--- config.mk ---
export PLATFORM = sky130hd
export DESIGN_NAME = mhes_queue
export DESIGN_NICKNAME = d
export VERILOG_FILES = /design/src/hdl/mhes_pkg.sv /design/src/hdl/mhes_queue.sv
export SDC_FILE = /design/constraint.sdc
export NUM_CORES = 1
export LEC_CHECK = 0
export BUFFER_PORTS_ARGS = -buffer_cell sky130_fd_sc_hd__buf_2
export CAP_MARGIN = 20
export CORE_MARGIN = 4
export CORE_UTILIZATION = 60
export DETAILED_ROUTE_END_ITERATION = 12
export GPL_TIMING_DRIVEN = 0
export HOLD_SLACK_MARGIN = 0.06
export PLACE_DENSITY = 0.92
export SYNTH_ARGS = -nofsm -noshare
export SYNTH_HDL_FRONTEND = slang
export SYNTH_SLANG_ARGS = --single-unit
--- constraint.sdc ---
create_clock -name clock -period 5.2 [get_ports clock]
set_input_delay 1.04 -clock clock [delete_from_list [all_inputs] [get_ports clock]]
set_output_delay 1.04 -clock clock [all_outputs]
set_load 0.03 [all_outputs]
--- src/hdl/mhes_pkg.sv ---
// Shared constants, types and the score function of the histogram entropy block.
// No dependencies.
package mhes_pkg;

   localparam int COUNT_BITS  = 21;
   localparam int FRAC_BITS   = 16;
   localparam int LUMA_BITS   = 8;
   localparam int NUM_BINS    = 1 << LUMA_BITS;
   localparam int SUM_BITS    = COUNT_BITS + LUMA_BITS;
   localparam int MANT_BITS   = 31;
   localparam int NORM_BITS   = (SUM_BITS > MANT_BITS) ? SUM_BITS : MANT_BITS;
   localparam int EXP_BITS    = $clog2(NORM_BITS);
   localparam int LOG_BITS    = EXP_BITS + FRAC_BITS;
   localparam int ITER_BITS   = $clog2(FRAC_BITS);
   localparam int PROD_BITS   = COUNT_BITS + LOG_BITS;
   localparam int ACC_BITS    = PROD_BITS + LUMA_BITS;
   localparam int DIV_BITS    = ACC_BITS + 1;
   localparam int DSTEP_BITS  = $clog2(DIV_BITS);
   localparam int H_BITS      = FRAC_BITS + 4;
   localparam int SW_BITS     = H_BITS + 5;
   localparam int ENT_BITS    = 20;
   localparam int SCORE_BITS  = 7;
   localparam int SCORE_MAX   = 100;
   localparam int SCORE_MUL   = 25;
   localparam int Q_DEPTH     = 4;
   localparam int Q_PTR_BITS  = $clog2(Q_DEPTH);

   localparam logic [COUNT_BITS-1:0] CNT_MAX = {COUNT_BITS{1'b1}};
   localparam logic [H_BITS-1:0]     H_MAX   = {4'd8, {FRAC_BITS{1'b0}}};

   typedef logic [COUNT_BITS-1:0] count_type;

   typedef struct packed {
      logic [LUMA_BITS-1:0] luma;
      logic                 in_mask;
      logic                 frame_end;
   } req_type;

   typedef struct packed {
      logic [ENT_BITS-1:0]   entropy_q16;
      logic [SCORE_BITS-1:0] score;
      logic                  empty_region;
   } rsp_type;

   typedef struct packed {
      logic clearing;
   } stat_type;

   // round(12.5 * h), half up, clamped
   function automatic logic [SCORE_BITS-1:0] score_of(logic [H_BITS-1:0] h);
      logic [SW_BITS-1:0] t;
      t = ({5'b0, h} * SW_BITS'(SCORE_MUL)) + (SW_BITS'(1) << FRAC_BITS);
      t = t >> (FRAC_BITS + 1);
      if (t > SW_BITS'(SCORE_MAX)) begin
         return SCORE_BITS'(SCORE_MAX);
      end
      return SCORE_BITS'(t);
   endfunction

endpackage

--- src/hdl/mhes_queue.sv ---
// Small FIFO between the input stage and the histogram/entropy engine.
// Depends on mhes_pkg.
module mhes_queue import mhes_pkg::*; (
   input  logic    clock,
   input  logic    reset,
   input  logic    push_valid,
   input  req_type push_item,
   output logic    full,
   input  logic    pop,
   output logic    head_valid,
   output req_type head
);

   req_type               entry_ff [Q_DEPTH];
   logic [Q_PTR_BITS-1:0] wr_ptr_ff, rd_ptr_ff;
   logic [Q_PTR_BITS:0]   count_ff;
   logic                  push_ok, pop_ok;

   assign full       = (count_ff == (Q_PTR_BITS+1)'(Q_DEPTH));
   assign head_valid = (count_ff != '0);
   assign head       = entry_ff[rd_ptr_ff];
   assign push_ok    = push_valid && !full;
   assign pop_ok     = pop && head_valid;

   always_ff @(posedge clock) begin
      if (reset) begin
         wr_ptr_ff <= '0;
         rd_ptr_ff <= '0;
         count_ff  <= '0;
      end else begin
         if (push_ok) begin
            wr_ptr_ff <= wr_ptr_ff + 1'b1;
         end
         if (pop_ok) begin
            rd_ptr_ff <= rd_ptr_ff + 1'b1;
         end
         if (push_ok && !pop_ok) begin
            count_ff <= count_ff + 1'b1;
         end else if (pop_ok && !push_ok) begin
            count_ff <= count_ff - 1'b1;
         end
      end
      if (push_ok) begin
         entry_ff[wr_ptr_ff] <= push_item;
      end
   end

endmodule

==> impl_results.md <==
- Deepest clock path buffer count: 2
- Quantity of hold-fixing buffers added after cts: 0
- Outcome: finished clean
- Area share of xor/xnor cells in the synthesized design: 1.83%
- Vias after detailed routing: 941
- GRT Overall Usage: 15.8%
- Internal power: 0.000760 W
- Antenna cell count: 0
- Mux cell area share after synthesis: 12.8%
- Dpl cell area: 0.00209 mm2
- Total of fill cells in the finished design: 226
- Fmax achieved: 374 MHz
- P&R area growth vs syn: 14.5%
- Slew headroom: roughly 65%
- Number of distinct library cells after synthesis: 21
- Post-CTS resize count: 0
- Switching power of the nets: 0.000337 W
- Arrival time at the worst endpoint: 1.63 ns
- Post-route fraction of the period consumed by the critical path: 51.4%
- Final number of setup-violating endpoints: 0
- Complex-gate fraction of the synthesized area: under 10%
- Pin count of the biggest net entering global routing: 16
- Area of the multi-input gates: 498 um2
- Setup clock skew after layout: 0.0121 ns
- Final total negative setup slack: 0 ns
- Top cell type by total area after synthesis: edfxtp_1
- DRC: 0
- Count of synthesis-stage warnings from yosys: 0
- Share of flip-flops with an asynchronous set or reset after synthesis: 0%
- Startpoint class of the critical path: register
- Arithmetic-cell share of the synthesized area counting full adders, half adders and majority gates: 4.32%
- Synth Flop Type: edfxtp_1
- TritonCTS clock tree: done
- First drt pass iteration count: 4
- Number of buffers added for setup after CTS: 0
- Initial antenna violation count: 0
- Initial cell density of the core: about 63%
- Post-synthesis cell area: 0.00191 mm2
- Max Slew Vio Count: 0
- Worst-case register-to-register setup slack: 3.02 ns
- Total global routing overflow: 0
- Wire length after detailed routing: 2830 um
- Type of element capturing the critical path: primary output
- EDFF count, synth: 40
- Cell types occupying the most area after synthesis: edfxtp_1 63%, mux4_2 12%, dfxtp_1 9.4%
- Largest family of logic cells by synthesized area: multiplexers
- Class of the tightest hold or removal check: reg2reg
- Insertion delay of the later-clocked pin in the worst-skew pair: 0.36 ns
- Final Wtd Congestion: 0.743
- Core ar.: 0.00305 mm2
- Starting DRC count in detailed routing: 25
- Final critical-path setup slack: 2.53 ns
- Post-Syn Nets: 120
- Average cell area after synthesis: ~19 um2
- Fraction of post-synthesis cell area in the top cell type by area: 62.9%
- Die Span X: 64.4 um
- Final standard cell area without fillers: 0.00219 mm2
- Part of the total power dissipated in sequential elements: 46.0%
- Area fraction in and, or, nand and nor cells after synthesis: 4.91%
- Number of violations of the max-capacitance limit: 0
- Cells after synthesis: 100
- Fraction of the yosys area taken by sequential cells: 72.3%
- RSZ-0062 raised after global routing: no
- Share of power burned in combinational logic: 30.5%
- Hpwl dp: slightly below 2000 um
- Die span in y: roughly 64 um
- Worst slew pin tran: about 0.53 ns
- Worst ir drop on vdd: 0.274 mV
- Top-level I/O count: 26
- Net total in the final layout: 151
- Final routed wire length divided by cell count: 16.1 um
- Clock root cell: clkbuf_4
- Input/output buffers: 24
- Cts bufs inserted: 5
- Total die area: between 0.004 and 0.005 mm2
- Via count of the first global-routing pass: 971
- Flop and latch count out of synthesis: 49
- Core occupancy in the finished layout: 71.7%
- Critical path data required time: ~4.2 ns
- Portion of total power attributed to the clock network: 23.5%
- Final ANT Viol Nets: 0
- Count of clock tree sinks: 49
- CP max FO: 10
- Row count: 20
- Register area: 0.00138 mm2
- Placed cell count: roughly 170
- PD cells: 501 mW/mm2
- Switching share of power: 30.7%
- H-tree lvl count: 2
- Dpl ws: 2.41 ns
- Global-route wire length before repair: 4660 um
- Vias per Instance: 5.35
- Proportion of layout cells with a drive suffix above 1: 35.6%
- Clock period minus final worst setup slack: 2.67 ns
- Final Non-Filler Cells: ~180
- Final-report hold violation count: 0
- Leakage: 0.792 nW
- CTS clk-pin slew, worst paths: 0.12 ns
- Kind of critical path: reg2out
[sequential cells by signal, summed over array words and instances (netlist names), named ones only]
register / count
count_ff: 3
wr_ptr_ff: 2
entry_ff: 40
rd_ptr_ff: 2
[Yosys cell counts (2+ instances only)]
| cell | count |
|---|---|
| inv_1 | 4 |
| and2_1 | 4 |
| or3_1 | 3 |
| nand2b_1 | 2 |
| dfxtp_1 | 9 |
| nor2_1 | 5 |
| ha_1 | 5 |
| a21oi_1 | 2 |
| edfxtp_1 | 40 |
| mux4_2 | 10 |
| mux2i_1 | 2 |
| o21ai_0 | 2 |
| xor2_1 | 4 |
[power groups by stage]
stage / Combinational (W) / Clock, W / Sequential, W
2_1_floorplan: 0.000262 / 0 / 0.000506
3_3_place_gp: 0.000328 / 0 / 0.000509
3_5_place_dp: 0.000340 / 0 / 0.000514
4_1_cts: 0.000341 / 0.000265 / 0.000505
5_1_grt: 0.000364 / 0.000287 / 0.000510
6_report: 0.000334 / 0.000258 / 0.000504
[final timing paths]
kind,start,end,cells past startpoint
hold reg to reg,wr_ptr_ff[1],wr_ptr_ff[1],2
setup reg to reg,count_ff[0],count_ff[2],8
setup / recovery,register,head[6],3
hold / removal,wr_ptr_ff[1],wr_ptr_ff[1],2
[layer usage]
| layer | global-route usage [%] | routed length, um | vias up |
|---|---|---|---|
| met5 | 0 | 0 | - |
| met4 | 9.50 | 67 | 0 |
| met3 | 4.51 | 166 | 7 |
| met2 | 26.8 | 1510 | 28 |
| met1 | 17.7 | 1080 | 460 |
| li1 | - | - | 446 |
[layout by cell type (no fill, tap or decap), types with 3 or more instances in the layout]
cell and instances:
edfxtp_1 40, inv_1 4, clkbuf_4 5, xor2_1 4, or3_1 3, and2_1 4
buf_2 24, nor2_1 5, mux4_2 10, ha_1 5, dfxtp_1 9
[worst max-delay path, cell delays in order (launching register included)]
cell and delay (ns):
dfxtp_1 0.33, buf_4 0.22, mux4_2 0.54, buf_2 0.19
[per-stage QoR]
step	total power, W	hold slack, ns
5_1_grt	0.00116	0.578
6_report	0.00110	0.536
2_1_floorplan	0.000769	0.482
3_3_place_gp	0.000837	0.493
4_1_cts	0.00111	0.541
3_5_place_dp	0.000854	0.519
[area by class of cell]
type / instances / area share, %
inverter: 4 / 0.686
clock buffer: 5 / 1.72
timing repair buffer: 24 / 5.49
multi-input combinational: 44 / 22.8
clock inverter: 3 / 2.97
sequential: 49 / 63.1
tap: 44 / 2.52
buffer: 3 / 0.743
[kinds of logic (layout without fill, tap and decap cells)]
logic type | after synthesis | in the layout
muxes | 12 | 12
xor gates and xnor gates | 4 | 4
DFF | 49 | 49
AOI/OAI and AO/OA | 6 | 6
adders and majority gates | 6 | 6
buffers and inverters | 7 | 39
and+or+nand+nor | 16 | 16
Note: power is estimated with default switching activity, not from simulation.
