<file path="src/hdl/mhes_pkg.sv">
// Shared constants, types and the score function of the histogram entropy block.
// No dependencies.
package mhes_pkg;

   localparam int COUNT_BITS  = 21;
   localparam int FRAC_BITS   = 16;
   localparam int LUMA_BITS   = 8;
   localparam int NUM_BINS    = 1 << LUMA_BITS;
   localparam int SUM_BITS    = COUNT_BITS + LUMA_BITS;
   localparam int MANT_BITS   = 31;
   localparam int NORM_BITS   = (SUM_BITS > MANT_BITS) ? SUM_BITS : MANT_BITS;
   localparam int EXP_BITS    = $clog2(NORM_BITS);
   localparam int LOG_BITS    = EXP_BITS + FRAC_BITS;
   localparam int ITER_BITS   = $clog2(FRAC_BITS);
   localparam int PROD_BITS   = COUNT_BITS + LOG_BITS;
   localparam int ACC_BITS    = PROD_BITS + LUMA_BITS;
   localparam int DIV_BITS    = ACC_BITS + 1;
   localparam int DSTEP_BITS  = $clog2(DIV_BITS);
   localparam int H_BITS      = FRAC_BITS + 4;
   localparam int SW_BITS     = H_BITS + 5;
   localparam int ENT_BITS    = 20;
   localparam int SCORE_BITS  = 7;
   localparam int SCORE_MAX   = 100;
   localparam int SCORE_MUL   = 25;
   localparam int Q_DEPTH     = 4;
   localparam int Q_PTR_BITS  = $clog2(Q_DEPTH);

   localparam logic [COUNT_BITS-1:0] CNT_MAX = {COUNT_BITS{1'b1}};
   localparam logic [H_BITS-1:0]     H_MAX   = {4'd8, {FRAC_BITS{1'b0}}};

   typedef logic [COUNT_BITS-1:0] count_type;

   typedef struct packed {
      logic [LUMA_BITS-1:0] luma;
      logic                 in_mask;
      logic                 frame_end;
   } req_type;

   typedef struct packed {
      logic [ENT_BITS-1:0]   entropy_q16;
      logic [SCORE_BITS-1:0] score;
      logic                  empty_region;
   } rsp_type;

   typedef struct packed {
      logic clearing;
   } stat_type;

   // round(12.5 * h), half up, clamped
   function automatic logic [SCORE_BITS-1:0] score_of(logic [H_BITS-1:0] h);
      logic [SW_BITS-1:0] t;
      t = ({5'b0, h} * SW_BITS'(SCORE_MUL)) + (SW_BITS'(1) << FRAC_BITS);
      t = t >> (FRAC_BITS + 1);
      if (t > SW_BITS'(SCORE_MAX)) begin
         return SCORE_BITS'(SCORE_MAX);
      end
      return SCORE_BITS'(t);
   endfunction

endpackage

</file>
<file path="src/hdl/mhes_front.sv">
// Input stage: takes pixel transactions, drops those with no effect, feeds the queue.
// Depends on mhes_pkg.
module mhes_front import mhes_pkg::*; (
   input  logic     clock,
   input  logic     reset,
   input  logic     req_valid,
   output logic     req_stall,
   input  req_type  req_data,
   input  stat_type stat,
   output logic     push_valid,
   output req_type  push_item,
   input  logic     q_full
);

   logic    f_valid_ff, f_valid_in;
   req_type f_item_ff, f_item_in;
   logic    accept;

   assign req_stall  = stat.clearing || (f_valid_ff && q_full);
   assign accept     = req_valid && !req_stall;
   assign push_valid = f_valid_ff;
   assign push_item  = f_item_ff;

   always_comb begin
      f_valid_in = f_valid_ff && q_full;
      f_item_in  = f_item_ff;
      if (accept) begin
         // unmasked pixels that do not end a frame change nothing
         f_valid_in = req_data.in_mask || req_data.frame_end;
         f_item_in  = req_data;
      end
   end

   always_ff @(posedge clock) begin
      if (reset) begin
         f_valid_ff <= 1'b0;
      end else begin
         f_valid_ff <= f_valid_in;
      end
      f_item_ff <= f_item_in;
   end

endmodule

</file>
<file path="config.mk">
export PLATFORM = sky130hd
export DESIGN_NAME = mhes_front
export DESIGN_NICKNAME = d
export VERILOG_FILES = /design/src/hdl/mhes_pkg.sv /design/src/hdl/mhes_front.sv
export SDC_FILE = /design/constraint.sdc
export NUM_CORES = 1
export LEC_CHECK = 0
export BUFFER_PORTS_ARGS = -buffer_cell sky130_fd_sc_hd__buf_2
export CORE_AREA = 2 2 39 41
export DETAILED_ROUTE_END_ITERATION = 16
export DIE_AREA = 0 0 41 43
export HOLD_SLACK_MARGIN = 0.15
export PLACE_DENSITY = 0.66
export SYNTH_ARGS = -nofsm -noshare
export SYNTH_HDL_FRONTEND = slang
export SYNTH_SLANG_ARGS = --single-unit
</file>
<file path="constraint.sdc">
create_clock -name clock -period 1.14 [get_ports clock]
set_input_delay 0.057 -clock clock [delete_from_list [all_inputs] [get_ports clock]]
set_output_delay 0.057 -clock clock [all_outputs]
set_load 0.05 [all_outputs]
</file>
==> flow_metrics.py, run 1 <==
metrics = {
    "sta": {
        "tightest_slew_ns": 0.328,
        "setup_viol": 0,
        "clock_skew_ns": 0.00386,
        "holdWs_ns": 0.189,
        "fmax_mhz": 963,
        "min_period_ns": 1.04,
        "fin_tns_setup_ns": 0,
        "grt_setup_unrepaired": "no",
        "hold_viol": 0,
        "finalCritPeriodShare_pct": 91.1,
        "drv_slew": 0,
        "relSlewSlack_pct": 78.1,
    },
    "placed_design": {
        "gp_congestion": 0.606,
        "port_buffers": 26,
        "dp_hpwl_um": 594,
    },
    "yosys": {
        "syn_area_um2": 364,
        "synth.avg_cell_area_um2": 20.2,
        "synth_top_area_share_pct": 82.5,
        "synth_fp_nets": 33,
        "yosys.area.top_type": "edfxtp_1",
        "synth_area_leaders": "edfxtp_1 82%, dfxtp_1 5.5%, nand2b_4 3.8%, nand2b_1 1.7%, nor2b_1 1.7%",
        "yosysUniqueCellTypes": 9,
        "synth_compound_area_share_pct": 2.75,
        "yosysWarnings": 0,
        "synth_fa_ha_area_share_pct": 0,
        "synth_mux_area_share_pct": 0,
        "synthXorXnorAreaFrac_pct": 0,
        "synth_top_family_by_area": "simple AND/OR/NAND/NOR gates",
        "synth_seq_cells": 11,
        "yosys.area_share.simple_pct": 9.28,
        "synthCells": 18,
        "seq_area_frac_synth_pct": 88.0,
    },
    "pwr": {
        "power_density_nw_per_um2": 1310,
        "vdd_drop_max_mv": 0.519,
        "leakage_nw": 0.289,
    },
    "worst_setup_path": {
        "r2r_end": "push_item[3]",
        "crit_required_ns": 1.08,
        "slowest_delay_ns": 0.36,
        "r2r_slack_ns": 0.16,
        "critical-path-slowest-cell": "dfxtp_2",
        "cp-end-kind": "output port",
        "worstSetupPathType": "flop to output port",
        "timing.rr.start": "push_valid",
        "cp_data_arrival_time_ns": 0.98,
        "crit_fanout": 3,
        "cp-start-kind": "flop",
        "r2r_cells": 1,
        "worstPathCellList": "nand2_1 > nand2b_1 > clkbuf_4",
    },
    "detailed_routing": {
        "drcViolationCount": 0,
        "drt_pass1_iterations": 1,
        "routed_wl_um": 842,
        "first_iter_violations": 0,
        "postRouteAntennaNets": 0,
        "vias": 302,
        "vias_per_cell": 4.03,
        "post_drt_wl_per_cell_um": 11.2,
    },
    "global_routing": {
        "grt_usage_pct": 10.5,
        "grt_pass1_vias": 314,
        "grt_pass1_wl_mm": 1.16,
        "grt_max_degree": 11,
        "antenna_found_initial": 0,
        "grt_overflow": 0,
    },
    "finish": {
        "area_growth_pct": 82.8,
        "nets": 75,
        "final_cell_mix": "25 x buf_2, 11 x dlygate4sd3_1, 10 x edfxtp_1, 4 x clkbuf_4",
        "drive_above_1_share_pct": 54.2,
        "final_common_cell": "buf_2",
        "n_antenna_cell": 0,
    },
    "worst_hold_path": {
        "whs_path_depth": 2,
        "holdPathEnd": "push_item[1]",
        "worstHoldStart": "q_full",
        "hp-class": "input pin to flop",
    },
    "cts": {
        "clockBufferDepth": 2,
        "cts_made_buffers": 3,
        "post_cts_buffers": 0,
        "h-tree-depth": 1,
        "cts-root-buf": "clkbuf_4",
        "clock_latency_ns": 0.25,
        "clock-sinks": 11,
        "cts_tree": "yes",
        "cts.reportedPaths.clkPinSlew_ns": 0.07,
    },
    "floorplan": {
        "die_w_um": 41,
        "die_y_um": 43,
        "core-area_um2": 1380,
        "rows": 14,
        "die-area_um2": 1760,
        "start_util_pct": 26.3,
        "ioPinCount": 27,
    },
    "status": {
        "status": "finished, final reports clean",
    },
    "run": {
        "max_cap_viol_count": 0,
    },
}
==> state kept, by name, summed over array words and instances, names as in the netlist <==
signal	count
push_valid	1
push_item	10
==> stage by stage <==
| stage | total power, W | cells | worst slack, ns | area (µm²) | util (%) |
|---|---|---|---|---|---|
| final | 0.000874 | 75 | 0.102 | 666 | 48.1 |
| after global routing | 0.000932 | 75 | 0.0124 | 666 | 48.1 |
| after CTS | 0.000889 | 75 | 0.0618 | 663 | 47.9 |
| after detailed placement | 0.000607 | 60 | 0.141 | 527 | 38.1 |
| after global placement | 0.000606 | 60 | 0.175 | 527 | 38.1 |
| after floorplan | 0.000561 | 18 | 0.0883 | 377 | - |
==> power by group <==
group / total [W] / internal (W) / switching [W]
combinational: 0.000161 / 0.0000629 / 0.0000981
sequential: 0.000467 / 0.000461 / 0.00000576
clock: 0.000247 / 0.000135 / 0.000112
total: 0.000874 / 0.000658 / 0.000216
==> layout make-up <==
cell class	instances	area [µm²]
Clock buffer	4	26.3
Fill cell	122	718
Multi-Input combinational cell	7	55.1
Sequential cell	11	322
Tap cell	16	20.0
Timing Repair Buffer	37	243
==> cell usage after synthesis, drive strengths merged <==
| cell type | count |
|---|---|
| nand2 | 1 |
| dfxtp | 1 |
| nor2b | 1 |
| edfxtp | 10 |
| a21oi | 1 |
| nand2b | 2 |
| o21ai | 1 |
| nor2 | 1 |
==> worst max-delay path: cells and delay by family, from the launching register on <==
kind,cells,cell delay [ns]
buf+inv,1,0.22
flops,1,0.36
simple gates,2,0.15
==> cells by family after synthesis <==
group,count (synthesis)
compound gates,2
flops,11
simple gates,5
==> per-layer routing <==
metal,routed length (µm),vias up,track usage [%]
li1,-,150,-
met1,374,125,10.2
met2,356,27,17.5
met3,111,0,4.19
met4,0,0,6.00
met5,0,-,0
==> worst max-delay path by stage <==
stage                          start            to  slack, ns  depth (start not counted)
final                     push_valid     req_stall       0.10                          3
after global routing      push_valid     req_stall       0.01                          3
after CTS                 push_valid     req_stall       0.06                          3
after detailed placement  push_valid  push_item[9]       0.14                          1
after global placement    push_valid  push_item[2]       0.17                          1
after floorplan           push_valid     req_stall       0.09                          2
==> timing repair <==
| action | CTS | global route |
|---|---|---|
| resized for setup | 0 | 1 |
| hold buffers | 11 | 0 |
| endpoints found under the setup margin | 0 | 1 |
| hold endpoints to repair | 11 | 0 |
Power figures use the tool's default switching activity.
==> run 2, diff against run 1 <==
--- a/config.mk
+++ b/config.mk
@@ -6,11 +6,13 @@
 export NUM_CORES = 1
 export LEC_CHECK = 0
 export BUFFER_PORTS_ARGS = -buffer_cell sky130_fd_sc_hd__buf_2
-export CORE_AREA = 2 2 39 41
+export CELL_PAD_IN_SITES_DETAIL_PLACEMENT = 0
+export CELL_PAD_IN_SITES_GLOBAL_PLACEMENT = 1
+export CORE_MARGIN = 2
+export CORE_UTILIZATION = 24
 export DETAILED_ROUTE_END_ITERATION = 16
-export DIE_AREA = 0 0 41 43
 export HOLD_SLACK_MARGIN = 0.15
-export PLACE_DENSITY = 0.66
+export PLACE_DENSITY = 0.74
 export SYNTH_ARGS = -nofsm -noshare
 export SYNTH_HDL_FRONTEND = slang
 export SYNTH_SLANG_ARGS = --single-unit
==> run 2 against run 1 <==
Register-to-register slack about the same. Sequential share of layout area stayed put. Hold slack worse by 0.0012 ns. Clock skew is 0.0021 ns lower. Wire length grew 4.9%. Sequential cell count stayed put. Worst setup slack worse by 0.013 ns. Clock power hardly changed. Critical path depth did not move. Cell area did not move. Critical endpoint unchanged. Largest power group unchanged.
==> flow_metrics.py, run 2 (synthesized netlist as in run 1, its figures left out) <==
metrics = {
    "detailed_routing": {
        "vias": 295,
        "postRouteAntennaNets": 0,
        "first_iter_violations": 3,
        "drcViolationCount": 0,
        "vias_per_cell": 3.93,
        "drt_pass1_iterations": 2,
        "routed_wl_um": 883,
        "post_drt_wl_per_cell_um": 11.8,
    },
    "status": {
        "status": "finished, final reports clean",
    },
    "sta": {
        "clock_skew_ns": 0.00178,
        "fin_tns_setup_ns": 0,
        "min_period_ns": 1.05,
        "drv_slew": 0,
        "finalCritPeriodShare_pct": 92.2,
        "layout_setup_ws_ns": 0.0884,
        "relSlewSlack_pct": 78.4,
        "tightest_slew_ns": 0.323,
        "setup_viol": 0,
        "fmax_mhz": 951,
        "hold_viol": 0,
        "grt_setup_unrepaired": "no",
        "holdWs_ns": 0.187,
    },
    "cts": {
        "cts_tree": "yes",
        "h-tree-depth": 1,
        "clock-sinks": 11,
        "cts_made_buffers": 3,
        "cts.reportedPaths.clkPinSlew_ns": 0.06,
        "clockBufferDepth": 2,
        "clock_latency_ns": 0.26,
        "cts-root-buf": "clkbuf_4",
    },
    "floorplan": {
        "ioPinCount": 27,
        "die_y_um": 43.0,
        "die_w_um": 43.0,
        "start_util_pct": 24.7,
        "rows": 14,
        "die-area_um2": 1840,
        "core-area_um2": 1470,
    },
    "pwr": {
        "swShare_pct": 24.8,
        "intPower_w": 0.000659,
        "clkPwrFrac_pct": 28.2,
        "pwr-share-seq_pct": 53.3,
        "power_frac_comb_pct": 18.5,
        "leakage_nw": 0.289,
        "vdd_drop_max_mv": 0.431,
        "switching_power_w": 0.000217,
        "power_density_nw_per_um2": 1320,
    },
    "global_routing": {
        "grt_overflow": 0,
        "grt_usage_pct": 11.2,
        "grt_pass1_wl_mm": 1.41,
        "antenna_found_initial": 0,
        "grt_max_degree": 11,
        "grt_pass1_vias": 337,
    },
    "worst_hold_path": {
        "hp-class": "input pin to flop",
        "holdPathEnd": "push_item[4]",
        "worstHoldStart": "q_full",
        "whs_path_depth": 2,
    },
    "worst_setup_path": {
        "startpoint": "push_valid",
        "r2r_slack_ns": 0.16,
        "worstPathCellList": "nand2_1 > nand2b_1 > clkbuf_4",
        "r2r_end": "push_item[2]",
        "timing.rr.start": "push_valid",
        "r2r_cells": 1,
        "critical-path-slowest-cell": "dfxtp_2",
        "crit_required_ns": 1.08,
        "cp-end-kind": "output port",
        "critPathBufInv": 1,
        "cp_data_arrival_time_ns": 0.99,
        "crit_fanout": 3,
        "critPathTopFamily": "flip-flops",
        "worstSetupPathType": "flop to output port",
        "slowest_delay_ns": 0.36,
        "cp-start-kind": "flop",
    },
    "finish": {
        "seq_area_um2": 322,
        "n_antenna_cell": 0,
        "drive_above_1_share_pct": 54.2,
        "area_growth_pct": 82.8,
        "largest_reg_flops": 10,
        "nFillCells": 146,
        "nets": 75,
        "final_common_cell": "buf_2",
        "multi_input_area_um2": 55.1,
        "final_cell_mix": "25 x buf_2, 11 x dlygate4sd3_1, 10 x edfxtp_1, 4 x clkbuf_4",
    },
    "placed_design": {
        "gp_congestion": 0.633,
        "preCtsSetupSlack_ns": 0.157,
        "port_buffers": 26,
        "dp_hpwl_um": 637,
    },
    "run": {
        "max_cap_viol_count": 0,
    },
}
[run 2: worst max-delay path by stage]
stage                         to  slack [ns]  depth (start not counted)
finish                 req_stall        0.09                          3
global route           req_stall       0.009                          3
CTS                    req_stall        0.04                          3
detailed placement  push_item[6]        0.16                          1
global placement    push_item[2]        0.18                          1
floorplan              req_stall        0.09                          2
[run 2: final cells by class]
cell class | count | area share, %
multi-input combinational | 7 | 8.27
timing repair buffer | 37 | 36.5
clock buffer | 4 | 3.95
tap | 16 | 3.01
sequential | 11 | 48.3
[run 2: power groups by stage]
| stage | clock network [W] | logic, W | registers, W |
|---|---|---|---|
| final | 0.000247 | 0.000162 | 0.000467 |
| after global routing | 0.000290 | 0.000171 | 0.000468 |
| after CTS | 0.000262 | 0.000162 | 0.000467 |
| after detailed placement | 0 | 0.000133 | 0.000476 |
| after global placement | 0 | 0.000132 | 0.000475 |
| after floorplan | 0 | 0.0000256 | 0.000535 |
[run 2: what timing repair did]
action / CTS / global route
setup buffers: 0 / 0
endpoints found under the hold margin: 11 / 0
hold buffers: 11 / 0
resized for setup: 0 / 1
endpoints found under the setup margin: 0 / 1
[run 2: per-stage QoR]
| stage | power (W) | instance area [µm²] | std cells | utilization [%] |
|---|---|---|---|---|
| 3_3_place_gp | 0.000607 | 527 | 60 | 35.8 |
| 5_1_grt | 0.000929 | 666 | 75 | 45.2 |
| 4_1_cts | 0.000891 | 663 | 75 | 45.1 |
| 6_report | 0.000876 | 666 | 75 | 45.2 |
| 2_1_floorplan | 0.000561 | 377 | 18 | - |
| 3_5_place_dp | 0.000608 | 527 | 60 | 35.8 |
[run 2: per-layer routing]
metal  up-vias  wire, µm  GRT usage [%]
met5         -         0              0
met4         0         0           7.27
li1        149         -              -
met1       120       411           13.0
met2        26       373           16.7
met3         0        99           4.68
==> run 3, diff against run 2 <==
==> constraint.sdc (replaced) <==
create_clock -name clock -period 1.14 [get_ports clock]
set_input_delay 0.171 -clock clock [delete_from_list [all_inputs] [get_ports clock]]
set_output_delay 0.171 -clock clock [all_outputs]
set_load 0.05 [all_outputs]
==> run 3 against run 2 <==
Wire length is 4.9% lower. Sequential share of layout area is 1.0 points lower. Sequential cell count stayed put. Utilization is 1.4 points higher. Critical path type unchanged. Sequential power hardly changed. Cell area is 3.0% higher. Register-to-register slack worse by 0.02 ns. Final cell count stayed put.
==> flow_metrics.py, run 3 (synthesized netlist as in run 1, its figures left out) <==
metrics = {
    "placed_design": {
        "preCtsSetupSlack_ns": 0.0873,
        "port_buffers": 26,
        "dp_hpwl_um": 665,
        "gp_congestion": 0.654,
    },
    "global_routing": {
        "grt_usage_pct": 10.4,
        "grt_overflow": 0,
        "grt_pass1_vias": 316,
        "grt_max_degree": 11,
        "grt_pass1_wl_mm": 1.32,
        "antenna_found_initial": 0,
    },
    "worst_setup_path": {
        "r2r_cells": 1,
        "r2r_slack_ns": 0.14,
        "timing.rr.start": "push_valid",
        "cp-start-kind": "flop",
        "cp-end-kind": "output port",
        "worstPathCellList": "nand2_2 > nand2b_4 > buf_8",
        "critPathTopFamily": "flip-flops",
        "r2r_end": "push_item[8]",
        "cp_data_arrival_time_ns": 0.91,
        "worstSetupPathType": "flop to output port",
        "crit_fanout": 3,
        "critPathBufInv": 1,
        "slowest_delay_ns": 0.36,
        "critical-path-slowest-cell": "dfxtp_4",
        "crit_required_ns": 0.97,
    },
    "cts": {
        "clockBufferDepth": 2,
        "clock-sinks": 11,
        "clock_latency_ns": 0.25,
        "h-tree-depth": 1,
        "cts_made_buffers": 3,
        "cts_tree": "yes",
        "cts-root-buf": "clkbuf_4",
        "cts.reportedPaths.clkPinSlew_ns": 0.06,
        "post_cts_buffers": 0,
    },
    "detailed_routing": {
        "routed_wl_um": 840,
        "post_drt_wl_per_cell_um": 11.2,
        "vias_per_cell": 4.03,
        "drcViolationCount": 0,
        "drt_pass1_iterations": 4,
        "vias": 302,
        "first_iter_violations": 2,
        "postRouteAntennaNets": 0,
    },
    "floorplan": {
        "rows": 14,
        "core-area_um2": 1470,
        "ioPinCount": 27,
        "start_util_pct": 24.7,
        "die-area_um2": 1840,
        "die_w_um": 43.0,
        "die_y_um": 43.0,
    },
    "sta": {
        "fmax_mhz": 929,
        "hold_viol": 0,
        "grt_setup_unrepaired": "no",
        "min_period_ns": 1.08,
        "clock_skew_ns": 0.00313,
        "drv_slew": 0,
        "finalCritPeriodShare_pct": 94.4,
        "fin_tns_setup_ns": 0,
        "layout_setup_ws_ns": 0.0633,
        "tightest_slew_ns": 0.326,
        "setup_viol": 0,
        "relSlewSlack_pct": 78.2,
    },
    "finish": {
        "area_growth_pct": 88.3,
        "final_common_cell": "buf_2",
        "drive_above_1_share_pct": 57.6,
        "nets": 75,
        "final_cell_mix": "25 x buf_2, 11 x dlygate4sd3_1, 10 x edfxtp_1, 3 x clkbuf_4, 2 x nand2b_4",
        "n_antenna_cell": 0,
        "largest_reg_flops": 10,
    },
    "pwr": {
        "swShare_pct": 24.7,
        "clkPwrFrac_pct": 27.9,
        "power_frac_comb_pct": 19.3,
        "pwr-share-seq_pct": 52.8,
        "intPower_w": 0.000663,
        "power_density_nw_per_um2": 1280,
        "leakage_nw": 0.299,
        "vdd_drop_max_mv": 0.698,
        "switching_power_w": 0.000217,
    },
    "worst_hold_path": {
        "hp-class": "input pin to flop",
        "whs_path_depth": 2,
        "worstHoldStart": "q_full",
        "holdPathEnd": "push_item[4]",
    },
    "status": {
        "status": "finished, final reports clean",
    },
    "run": {
        "max_cap_viol_count": 0,
    },
}
## run 3: cell count changes in the layout (fill, tap and decap cells not counted)
| cell | before | now |
|---|---|---|
| nand2b_1 | 1 | 0 |
| nand2b_4 | 1 | 2 |
| dfxtp_2 | 1 | 0 |
| clkbuf_4 | 4 | 3 |
| nand2_2 | 0 | 1 |
| dfxtp_4 | 0 | 1 |
| nand2_1 | 1 | 0 |
| buf_8 | 0 | 1 |
## run 3: cell type report
type	count	area, µm²
flip-flops and latches	11	324
clock buffers	4	26.3
multi-input cells	7	65.1
repair buffers	37	250
well taps	16	20.0
fillers	135	786
## run 3: per-stage QoR
stage                     total power, W  instance area [µm²]  util [%]  cells  hold WS, ns
after floorplan                 0.000561                  379         -     18        0.235
after global placement          0.000608                  529      36.0     60        0.320
after detailed placement        0.000609                  529      36.0     60        0.325
after CTS                       0.000889                  668      45.4     75        0.296
after global routing            0.000933                  686      46.6     75        0.302
final                           0.000880                  686      46.6     75        0.308
## run 3: routing by layer
| layer | track usage (%) | vias up | wire length [µm] |
|---|---|---|---|
| li1 | - | 148 | - |
| met1 | 12.2 | 128 | 402 |
| met2 | 15.8 | 26 | 339 |
| met3 | 4.68 | 0 | 99 |
| met4 | 5.45 | 0 | 0 |
| met5 | 0 | - | 0 |
## run 3: worst max path at each step
stage                           from           end  slack (ns)  cells after the start
after floorplan           push_valid  push_item[0]         0.1                      1
after global placement          stat  push_item[2]        0.12                      3
after detailed placement        stat  push_item[5]        0.09                      3
after CTS                 push_valid     req_stall       0.001                      3
after global routing      push_valid     req_stall       0.005                      3
final                     push_valid     req_stall        0.06                      3
## run 3: power groups by stage
stage               Sequential (W)  Combinational [W]  Clock, W
global route              0.000467           0.000179  0.000287
finish                    0.000465           0.000169  0.000246
global placement          0.000475           0.000133         0
CTS                       0.000466           0.000165  0.000258
detailed placement        0.000475           0.000134         0
floorplan                 0.000535          0.0000265         0
## run 3: repair_timing
action / in CTS / in global routing
hold buffers: 11 / 0
hold endpoints to repair: 11 / 0
endpoints found under the setup margin: 1 / 1
resized for setup: 1 / 5
